--- src/hw/rtl/tkt_pkg.sv ---
// Shared types and constants for the thread key table.
// No dependencies; imported by every other file of the block but the macro header.
package tkt_pkg;

  // Fixed field widths of the request and response words
  localparam int CMD_W     = 2;
  localparam int THREAD_W  = 2;
  localparam int KEY_W     = 8;
  localparam int VALUE_W   = 32;
  localparam int STATUS_W  = 2;
  localparam int KEY_OUT_W = 6;

  typedef enum logic [CMD_W-1:0] {
    CMD_CREATE = 2'd0,
    CMD_DELETE = 2'd1,
    CMD_GET    = 2'd2,
    CMD_SET    = 2'd3
  } cmd_t;

  typedef enum logic [STATUS_W-1:0] {
    STAT_OK      = 2'd0,
    STAT_INVALID = 2'd1,
    STAT_NO_FREE = 2'd2
  } status_t;

  typedef enum logic [1:0] {
    S_CLEAR,
    S_IDLE,
    S_EXEC
  } state_t;

  // Field write enables of the per-thread slot store
  typedef struct packed {
    logic seq_we;
    logic val_we;
  } slot_we_t;

endpackage

--- src/hw/rtl/tkt_key_store.sv ---
// Key sequence memory with in-use bits and a lowest-free-key encoder.
// Depends on tkt_pkg; instantiated by thread_key_table.
module tkt_key_store import tkt_pkg::*; #(
  parameter int KEYS     = 64,
  parameter int SEQ_BITS = 16,
  localparam int KW      = $clog2(KEYS)
) (
  input  logic                clk,
  input  logic                rst,
  input  logic                rd_en,
  input  logic [KW-1:0]       rd_addr,
  output logic [SEQ_BITS-1:0] rd_data,
  input  logic                wr_en,
  input  logic [KW-1:0]       wr_addr,
  input  logic [SEQ_BITS-1:0] wr_data,
  output logic [KW-1:0]       free_idx,
  output logic                free_any
);

  logic [SEQ_BITS-1:0] mem [KEYS];
  logic [KEYS-1:0]     used;
  logic [KEYS-1:0]     avail;
  logic [KEYS-1:0]     lowest;

  // Write port and registered read; the controller never reads and writes in one cycle
  always_ff @(posedge clk) begin
    if (wr_en) begin
      mem[wr_addr] <= wr_data;
    end
    if (rd_en) begin
      rd_data <= mem[rd_addr];
    end
  end

  // Track the parity bit of each key: set while the key is in use
  always_ff @(posedge clk) begin
    if (rst) begin
      used <= '0;
    end else if (wr_en) begin
      used[wr_addr] <= wr_data[0];
    end
  end

  // Isolate the lowest free key and encode it
  assign avail    = ~used;
  assign lowest   = avail & (~avail + KEYS'(1));
  assign free_any = |avail;

  always_comb begin
    free_idx = '0;
    for (int i = 0; i < KEYS; i++) begin
      if (lowest[i]) begin
        free_idx = free_idx | KW'(i);
      end
    end
  end

endmodule

--- config.mk ---
export PLATFORM = sky130hd
export DESIGN_NAME = tkt_key_store
export DESIGN_NICKNAME = d
export VERILOG_FILES = /design/src/hw/rtl/tkt_pkg.sv /design/src/hw/rtl/tkt_key_store.sv
export SDC_FILE = /design/constraint.sdc
export NUM_CORES = 1
export LEC_CHECK = 0
export BUFFER_PORTS_ARGS = -buffer_cell sky130_fd_sc_hd__buf_2
export CAP_MARGIN = 20
export CORE_UTILIZATION = 45
export CTS_CLUSTER_DIAMETER = 30
export DETAILED_ROUTE_END_ITERATION = 6
export PLACE_DENSITY_LB_ADDON = 0.12
export RECOVER_POWER = 50
export SYNTH_ARGS = -nofsm -noshare
export SYNTH_HDL_FRONTEND = slang
export SYNTH_SLANG_ARGS = --single-unit
--- constraint.sdc ---
create_clock -name clk -period 3.3 [get_ports clk]
set_clock_uncertainty 0.15 [all_clocks]
set_input_delay 0.66 -clock clk [delete_from_list [all_inputs] [get_ports clk]]
set_output_delay 0.66 -clock clk [all_outputs]
set_load 0.03 [all_outputs]
==> qor.yml, run 1 <==
critical_path:
  r2r_end: "rd_data[13]"
  crit_arrival_ps: 2770
  end_kind: "output port"
  crit_start: "used[6]"
  required_ps: 2490
  critPathMaxFanout: 4
  worstSetupEndpoint: "free_idx[2]"
  r2r-start: "mem[3][13]"
  path_class: "reg2out"
  crit_path_start_kind: "flip-flop"
  r2r_cells: 3
  r2r_slack_ps: 910
status:
  failed_checks: "capacitance limit, slew limit, setup timing"
  outcome: "finished with violations"
sta:
  worstMarginPinSlew_ps: 3270
  max_slew_margin_pct: -118
  rsz0062_at_grt: "true"
  fin_tns_setup_ps: -1680
  fmax_ghz: 0.279
  finalCritPeriodShare_pct: 108
  setup_ws_ps: -279
  setup_viol_count_final: 7
  finalHoldViolCount: 0
  final.min_clock_period_ps: 3580
  final_max_slew_viol_count: 638
placed_design:
  post-dp-hpwl_mm: 73.2
  gp_congestion: 0.909
  post-place-cells: 3440
  port_buffers: 54
clock_tree:
  clk_latency_ps: 770
  clkTransAtPathRegs_ps: 50
  htreeDepth: 4
  cts_sinks: 1104
  clock_path_buffers: 3
  cts_tree: "built"
  cts_buffers: 208
  clock_tree.root_cell: "clkbuf_16"
cells_and_area:
  nets: 2446
  final_util_pct: 57.1
  area_delta_synth_final_pct: 25.8
  fill_cells: 7130
  layout.cells.non_filler: 3864
  final_common_cell: "edfxtp_1"
  final_cell_mix: "1040 x edfxtp_1, 336 x mux4_2, 212 x clkbuf_16, 163 x buf_4, 113 x nor2_1"
  drive_gt1_share_pct: 40.7
power_and_ir_drop:
  power_frac_seq_pct: 41.3
  p_sw_mw: 8.01
  clkPwrFrac_pct: 54.6
  swShare_pct: 21.3
  power.density_nw_per_um2: 694
  peakVddDrop_uv: 477
  internal_power_mw: 29.6
  leakage_nw: 17.4
  finalPower_mw: 37.6
  combPwrFrac_pct: 4.1
synth:
  synth_cells: 2021
  synth.area.mux_share_pct: 17.5
  synth_xor_area_share_pct: 0
  synth_cell_types: 49
  synthesis.area_um2: 43100
  ys_ff_latch: 1104
  synth_top_family_by_area: "multiplexers"
  synth_nets: 2053
  async_flop_share_pct: 0
  ys_seq_area_share_pct: 75.4
  ys.flop_type: "edfxtp_1"
  ys_warn_count: 0
  synth-compound-area-share_pct: 1.99
  avgSynthCellArea_um2: 21.3
  synth-edff-count: 1040
  synth_fa_ha_area_share_pct: 0
  synthSimpleGateAreaFrac_pct: 3.94
detailed_routing:
  via_count: 23300
  drt_iter0_markers: 2982
  wire_per_inst_um: 31.6
  antenna_left: 0
  drc: 0
  routed_wirelength_mm: 122
  vias_per_cell: 6.03
  firstDrtPassIters: 5
floorplan:
  die_w_um: 312
  rows: 113
  pin_count: 55
  core_um2: 95000
  die_y_um: 312
  die_area_um2: 97100
  start_util_pct: 45.4
job:
  maxCapViolCount: 16
global_route:
  grt-ovfl-total: 0
  grt.total_usage_pct: 25.5
  grt_pass1_vias: 23600
  grt_pass1_wl_mm: 173
  grt_max_degree: 65
  antenna_found_initial: 22
  met3_usage_pct: 6.75
  grt_util_met2_pct: 39.2
  met1_usage_pct: 35.8
  globalRoute.busiestLayer: "met2"
hold_path:
  hp-class: "in2reg"
  min_from: "wr_data[15]"
-- kinds of logic (layout without fill, tap and decap cells) --
group,count (synthesis),after routing
other,0,6
AND/OR/NAND/NOR,352,352
flip-flops,1104,1104
multiplexers,336,336
buffers and inverters,111,683
AO/OA/AOI/OAI,118,118
-- metrics by stage --
step	cell area (um2)	setup slack [ps]	hold slack (ps)
3_3_place_gp	46600	-79.8	356
2_1_floorplan	43100	129	335
3_5_place_dp	46600	-102	358
4_1_cts	54300	-248	79.2
5_1_grt	54200	-378	236
6_report	54300	-279	224
-- how the worst min path moves through the flow --
stage | depth (start not counted) | end | slack, ps
final | 1 | mem[22][15] | 220
after global routing | 1 | mem[22][15] | 240
after CTS | 1 | mem[22][15] | 80
after detailed placement | 2 | used[54] | 360
after global placement | 2 | used[45] | 360
after floorplan | 2 | used[45] | 340
-- cell usage after synthesis, types with 12 or more instances --
| master | n | area share (%) |
|---|---|---|
| nand3_1 | 30 | 0.35 |
| buf_4 | 14 | 0.24 |
| a211oi_1 | 68 | 1.2 |
| clkbuf_1 | 49 | 0.43 |
| buf_2 | 12 | 0.14 |
| nand2_1 | 39 | 0.34 |
| nor4_1 | 17 | 0.25 |
| nor2_1 | 164 | 1.4 |
| nand4_1 | 31 | 0.45 |
| dfxtp_1 | 64 | 3.0 |
| buf_1 | 20 | 0.17 |
| nor3_1 | 17 | 0.20 |
| inv_1 | 14 | 0.12 |
| mux4_2 | 336 | 18 |
| edfxtp_1 | 1040 | 72 |
-- cell type report --
class | instances | area [um2] | share of cell area (%)
Inverter | 14 | 52.6 | 0.0969
Timing Repair Buffer | 280 | 2280 | 4.20
Tap cell | 1265 | 1580 | 2.92
Clock buffer | 236 | 5400 | 9.94
Antenna cell | 6 | 15.0 | 0.0277
Sequential cell | 1104 | 32600 | 60.0
Multi-Input combinational cell | 806 | 10800 | 19.9
Clock inverter | 153 | 1560 | 2.87
-- metal layers --
| layer | up-vias | routed length [um] |
|---|---|---|
| met5 | - | 111 |
| met4 | 16 | 3360 |
| met3 | 201 | 11400 |
| met2 | 1112 | 57600 |
| met1 | 12500 | 49500 |
| li1 | 9511 | - |
-- power by group through the flow --
stage | registers (mW) | clock network (mW) | logic [mW]
floorplan | 15.8 | 0 | 0.768
finish | 15.5 | 20.5 | 1.53
global placement | 15.8 | 0 | 1.54
detailed placement | 15.8 | 0 | 1.57
global route | 15.5 | 21.5 | 1.61
CTS | 15.5 | 20.8 | 1.57
-- state kept, by name, indices dropped and copies added, names as in the netlist --
name / count
mem: 1024
rd_data: 16
used: 64
-- critical path, cell delays in order, from the launching register on --
cell	delay, ps
dfxtp_2	330
nand4_1	110
buf_6	150
buf_4	140
buf_4	130
nor3_4	50
nand4_1	120
nand4_1	180
a2111oi_2	430
nand4_1	200
buf_6	180
-- what timing repair did --
action / CTS / global route
setup buffers: 23 / 3
resized for setup: 147 / 16
endpoints found under the setup margin: 7 / 7
hold buffers: 0 / 0
pin swaps: 40 / 14
gates cloned: 0 / 0
No activity file was read; power rests on OpenSTA's default activity.
==> inputs of run 2 (changes only) <==
- MAX_ROUTING_LAYER: not set -> met4
==> run 2 against run 1 <==
The flow still finishes with violations (capacitance limit, slew limit, setup timing). Die area did not move. Flip-flop and latch count unchanged. Count of clock-buffer cells in the layout is 12 lower. Sequential power about the same. Highest routed layer is now met4. Critical endpoint is now free_idx[5]. Hold slack worse by 110 ps. Fmax fell by 1.2%. Largest cell class unchanged. Final area increased by 1.1%.
==> qor.yml, run 2 (synthesis results as in run 1) <==
floorplan:
  die_y_um: 312  # unchanged
  core_um2: 95000  # unchanged
  die_w_um: 312  # unchanged
  pin_count: 55  # unchanged
  rows: 113  # unchanged
  start_util_pct: 45.4  # unchanged
  die_area_um2: 97100  # unchanged
placed_design:
  post-dp-hpwl_mm: 72.2  # -1.3%
  pre_cts_ws_ps: -89.9  # +11.9 ps
  post-place-cells: 3452  # +0.35%
  port_buffers: 54  # unchanged
  gp_congestion: 0.894  # -1.6%
sta:
  final_max_slew_viol_count: 554  # -13%
  setup_ws_ps: -321  # -41.7 ps
  finalHoldViolCount: 0  # unchanged
  fmax_ghz: 0.276  # -1.2%
  hold_slack_ps: 110  # -114 ps
  finalCritPeriodShare_pct: 110  # +1.3 points
  worstMarginPinSlew_ps: 2510  # -761 ps
  rsz0062_at_grt: "true"
  setup_viol_count_final: 7  # unchanged
  final.min_clock_period_ps: 3620  # +41.7 ps
  max_slew_margin_pct: -67.1  # +51 points
critical_path:
  cpMostUsedCell: "buf_6"
  crit_family: "simple AND/OR/NAND/NOR gates"
  critPathMaxFanout: 5  # +1
  cp_cell_sequence: "nand4_1 -> buf_6 -> buf_6 -> nor4_4 -> nand4_1 -> buf_6 -> o22ai_4 -> a2111oi_4 -> nand4_1 -> buf_6"
  path_buf_inv: 4  # unchanged
  path_class: "reg2out"
  required_ps: 2490  # about the same
  crit_arrival_ps: 2810  # +40 ps
  end_kind: "output port"
  cpMaxStageDelayCell: "nor4_4"
  crit_path_start_kind: "flip-flop"
  max_stage_delay_ps: 380  # -50 ps
detailed_routing:
  drt_iter0_markers: 2706  # -9.3%
  firstDrtPassIters: 5  # unchanged
  wire_per_inst_um: 31.3  # -0.87%
  vias_per_cell: 6.00  # -0.52%
  drc: 0  # unchanged
  via_count: 23300  # -0.16%
  routed_wirelength_mm: 121  # -0.51%
  antenna_left: 0  # unchanged
clock_tree:
  clock_tree.root_cell: "clkbuf_16"
  clk_latency_ps: 790  # +20 ps
  cts_tree: "built"
  cts_sinks: 1104  # unchanged
  clkTransAtPathRegs_ps: 50  # about the same
  htreeDepth: 4  # unchanged
  clock_path_buffers: 3  # unchanged
  cts_buffers: 202  # -2.9%
status:
  outcome: "finished with violations"
  failed_checks: "capacitance limit, slew limit, setup timing"
power_and_ir_drop:
  peakVddDrop_uv: 533  # +12%
  power.density_nw_per_um2: 701  # +1.0%
  leakage_nw: 17.6  # +1.2%
cells_and_area:
  final_common_cell: "edfxtp_1"
  largest_register_ffs: 1024  # unchanged
  final_cell_mix: "1040 x edfxtp_1, 336 x mux4_2, 203 x clkbuf_16, 166 x buf_4, 98 x nor2_1"
  layout.cells.non_filler: 3878  # +0.36%
  area_delta_synth_final_pct: 27.1
  nets: 2455  # +0.37%
  fill_cells: 7018  # -1.6%
  largest_register: "mem"
  final_util_pct: 57.7  # +0.61 points
  drive_gt1_share_pct: 42.2  # +1.4 points
  largest_registers: "mem (1024), used (64), rd_data (16)"
global_route:
  grt_pass1_wl_mm: 173  # -0.10%
  grt_pass1_vias: 23900  # +0.93%
  grt-ovfl-total: 0  # unchanged
  grt_max_degree: 65  # unchanged
  antenna_found_initial: 22  # unchanged
  grt.total_usage_pct: 26.3  # +0.77 points
hold_path:
  hp-class: "in2reg"
job:
  maxCapViolCount: 14  # -2
[run 2: power by group]
group	switching, mW	internal [mW]	total [mW]	leakage, nW
registers	0.0567	15.5	15.5	9.90
logic	0.913	0.628	1.54	4.26
clock network	7.37	14.0	21.3	3.45
[run 2: area by class of cell]
cell class | instances | area, um2 | share of cell area (%)
flip-flops and latches | 1104 | 32600 | 59.4
repair buffers | 295 | 2510 | 4.57
clock inverters | 156 | 2010 | 3.67
diodes | 14 | 35.0 | 0.0639
multi-input cells | 806 | 10900 | 19.9
well taps | 1265 | 1580 | 2.89
clock buffers | 224 | 5180 | 9.44
inverters | 14 | 52.6 | 0.0958
[run 2: worst reg2reg max path: stages (launching register included)]
cell and delay [ps]:
edfxtp_1 360, mux4_2 510, mux4_2 590, mux4_2 500
[run 2: final timing paths]
check	start	to	slack [ps]	cells after the start
hold reg to reg	used[2]	used[2]	370	2
setup reg to reg	mem[59][1]	rd_data[1]	920	3
hold / removal	wr_data[9]	mem[47][9]	110	1
setup / recovery	used[13]	free_idx[5]	-320	10
[run 2: routing by layer]
layer | part of all wire, % | up-vias | wire (um) | global-route usage (%)
li1 | - | 9543 | - | -
met1 | 42 | 12600 | 50600 | 35.4
met2 | 48 | 951 | 58700 | 40.0
met3 | 7.5 | 154 | 9140 | 6.11
met4 | 2.4 | 0 | 2890 | 8.34
met5 | 0 | - | 0 | -
[run 2: repair_timing]
action	in CTS	in global routing
hold endpoints to repair	3	0
cloned	0	0
endpoints found under the setup margin	7	7
hold buffers	1	0
pin swaps	34	21
setup buffers	20	9
gates resized for setup	130	33
[run 2: stage by stage]
stage / power (mW) / setup TNS, ps / cell area [um2]
floorplan: 16.6 / 0 / 43100
global route: 39.4 / -2710 / 54800
CTS: 38.7 / -1860 / 54700
detailed placement: 17.4 / -280 / 46700
finish: 38.4 / -1900 / 54800
global placement: 17.3 / -219 / 46700
==> inputs of run 3 (changes only) <==
- ABC_AREA: not set -> 1
- SLEW_MARGIN: not set -> 20
==> run 3 against run 2 <==
Via count up 39%. Die area up 6.0%. The flow still finishes with violations (capacitance limit, slew limit, setup timing). Critical path type unchanged. Fmax up 6.3%. Clock power up 5%. Combinational power up 25%. Largest cell class unchanged. Synthesized cell count up 86%. Highest routed layer unchanged. Critical path depth up 3.
==> qor.yml, run 3 <==
status:
  failed_checks: "capacitance limit, slew limit, setup timing"
  outcome: "finished with violations"
global_route:
  grt_pass1_wl_mm: 207  # +20%
  grt-ovfl-total: 0  # unchanged
  grt_max_degree: 129  # +98%
  antenna_found_initial: 3  # -86%
  grt_pass1_vias: 31300  # +31%
  grt.total_usage_pct: 28.1  # +1.8 points
critical_path:
  end_kind: "output port"
  required_ps: 2490  # about the same
  path_class: "reg2out"
  r2r_slack_ps: 1280  # +360 ps
  r2r_cells: 6  # +3
  crit_path_start_kind: "flip-flop"
  crit_arrival_ps: 2600  # -210 ps
  critPathMaxFanout: 7  # +2
synth:
  ys.flop_type: "edfxtp_1"
  ys_warn_count: 0  # unchanged
  synth_top_area_share_pct: 68.3  # -4.1 points
  ys_ff_latch: 1104  # unchanged
  synth_area_leaders: "edfxtp_1 68%, o21ai_0 6.2%, nor2_1 5.5%, dfxtp_1 2.8%, nand3_1 2.4%"
  synthTopCellsByCount: "1040 x edfxtp_1, 665 x nor2_1, 568 x o21ai_0"
  synth_cells: 3768  # +86%
  yosysMostFrequentCell: "edfxtp_1"
  synth_nets: 3800  # +85%
  synth_cell_types: 35  # -29%
  ys_seq_area_share_pct: 71.1  # -4.3 points
  synth.largest_area_cell: "edfxtp_1"
  avgSynthCellArea_um2: 12.1  # -43%
  synth-edff-count: 1040  # unchanged
  synthesis.area_um2: 45700  # +6.0%
  async_flop_share_pct: 0  # unchanged
cells_and_area:
  largest_registers: "mem (1024), used (64), rd_data (16)"
  largest_register: "mem"
  largest_register_ffs: 1024  # unchanged
  stdcell_area_um2: 57200  # +4.3%
  drive_gt1_share_pct: 20.0  # -22 points
  final_cell_mix: "1040 x edfxtp_1, 621 x nor2_1, 566 x o21ai_0, 223 x clkbuf_16, 204 x nand3_1"
  final_util_pct: 57.0  # -0.76 points
  layout.cells.non_filler: 5593  # +44%
  nets: 4074  # +66%
  area_delta_synth_final_pct: 25.1
  final_common_cell: "edfxtp_1"
sta:
  hold_slack_ps: 270  # +160 ps
  max_slew_margin_pct: -92.3  # -25 points
  finalHoldViolCount: 0  # unchanged
  final.min_clock_period_ps: 3410  # -215 ps
  rsz0062_at_grt: "true"
  worstMarginPinSlew_ps: 2890  # +379 ps
  finalCritPeriodShare_pct: 103  # -6.5 points
  final_max_slew_viol_count: 681  # +23%
  fin_tns_setup_ps: -519  # +1380 ps
  setup_ws_ps: -106  # +215 ps
  fmax_ghz: 0.294  # +6.3%
  setup_viol_count_final: 6  # -1
placed_design:
  gp_congestion: 0.925  # +3.5%
  place_area_um2: 49000  # +4.9%
  port_buffers: 54  # unchanged
  post-place-cells: 5149  # +49%
  post-dp-hpwl_mm: 84.9  # +18%
  pre_cts_ws_ps: 228  # +318 ps
floorplan:
  rows: 116  # +2.7%
  core_um2: 100000  # +5.7%
  start_util_pct: 45.5  # +0.13 points
  die_w_um: 321  # +2.9%
  pin_count: 55  # unchanged
  die_y_um: 321  # +2.9%
  die_area_um2: 103000  # +6.0%
power_and_ir_drop:
  peakVddDrop_uv: 469  # -12%
  power.density_nw_per_um2: 695  # -0.80%
  leakage_nw: 19.1  # +8.6%
  finalPower_mw: 39.8  # +3.5%
clock_tree:
  clkTransAtPathRegs_ps: 40  # about the same
  clk_latency_ps: 790  # about the same
  cts_buffers: 221  # +9.4%
  cts_sinks: 1104  # unchanged
  cts_tree: "built"
  clock_path_buffers: 3  # unchanged
  clock_tree.root_cell: "clkbuf_16"
  htreeDepth: 4  # unchanged
detailed_routing:
  via_count: 32300  # +39%
  routed_wirelength_mm: 140  # +16%
  antenna_left: 0  # unchanged
  drt_iter0_markers: 3436  # +27%
  firstDrtPassIters: 5  # unchanged
  wire_per_inst_um: 25.1  # -20%
  vias_per_cell: 5.78  # -3.7%
  drc: 0  # unchanged
hold_path:
  holdPathStages: 4  # +3
  hp-class: "in2reg"
job:
  maxCapViolCount: 18  # +4
-- run 3: cell count changes in the layout (fill, tap and decap cells not counted), moves of 95 or more --
| cell | delta |
|---|---|
| o211ai_1 | +127 |
| nand3_1 | +185 |
| o21ai_0 | +560 |
| inv_1 | +118 |
| o221ai_1 | +95 |
| mux4_2 | -336 |
| o22ai_1 | +159 |
| nand2_1 | +144 |
| nor2_1 | +523 |
-- run 3: cells by family (layout without fill, tap and decap cells) --
logic type	after synthesis	after routing	share of synthesized area [%]
and+or+nand+nor	1237	1238	11.9
DFF	1104	1104	71.1
buffers and inverters	403	866	3.74
AOI/OAI and AO/OA	1024	1024	13.3
other	0	4	0
-- run 3: report_power, final --
| part | switching (mW) | total, mW | internal, mW |
|---|---|---|---|
| sequential | 0.0511 | 15.5 | 15.5 |
| clock | 7.34 | 22.3 | 14.9 |
| combinational | 1.44 | 1.93 | 0.491 |
-- run 3: final cells by class --
type                            instances  area (um2)
Fill cell                            8270       43200
Sequential cell                      1104       32600
Multi-Input combinational cell       2262       12200
Clock buffer                          255        5800
Timing Repair Buffer                  298        2470
Clock inverter                        158        1830
Tap cell                             1357        1700
Inverter                              155         624
Antenna cell                            4        10.0
-- run 3: what timing repair did --
action / in CTS / in global routing
endpoints found under the hold margin: 0 / 0
endpoints found under the setup margin: 7 / 7
buffers inserted: 21 / 5
cloned: 1 / 0
pin swaps: 34 / 23
resized for setup: 142 / 31
hold buffers: 0 / 0
-- run 3: final timing paths --
| kind | from | to |
|---|---|---|
| hold / removal | wr_addr[4] | used[2] |
| setup reg to reg | mem[17][15] | rd_data[15] |
| setup / recovery | used[0] | free_idx[0] |
| hold reg to reg | used[40] | used[40] |
-- run 3: critical path: stages (launching register included) --
cell and delay [ps]:
dfxtp_4 350, nand2_4 70, nor2_8 160, buf_6 120, nand2_4 60, nor2_4 250, buf_4 160, nand3_1 80
nand3_1 170, nor2_1 70, nand3_1 70, nor2_1 60, nand2_1 80, buf_6 130
-- run 3: metal layers --
metal  share of wire, %  GRT usage, %  vias to the layer above  wire [um]
li1                   -             -                    14700          -
met1                 43          38.2                    16200      60700
met2                 47          43.5                     1229      66200
met3                6.8          4.38                      201       9570
met4                2.8          9.20                        0       3900
met5                  0             -                        -          0
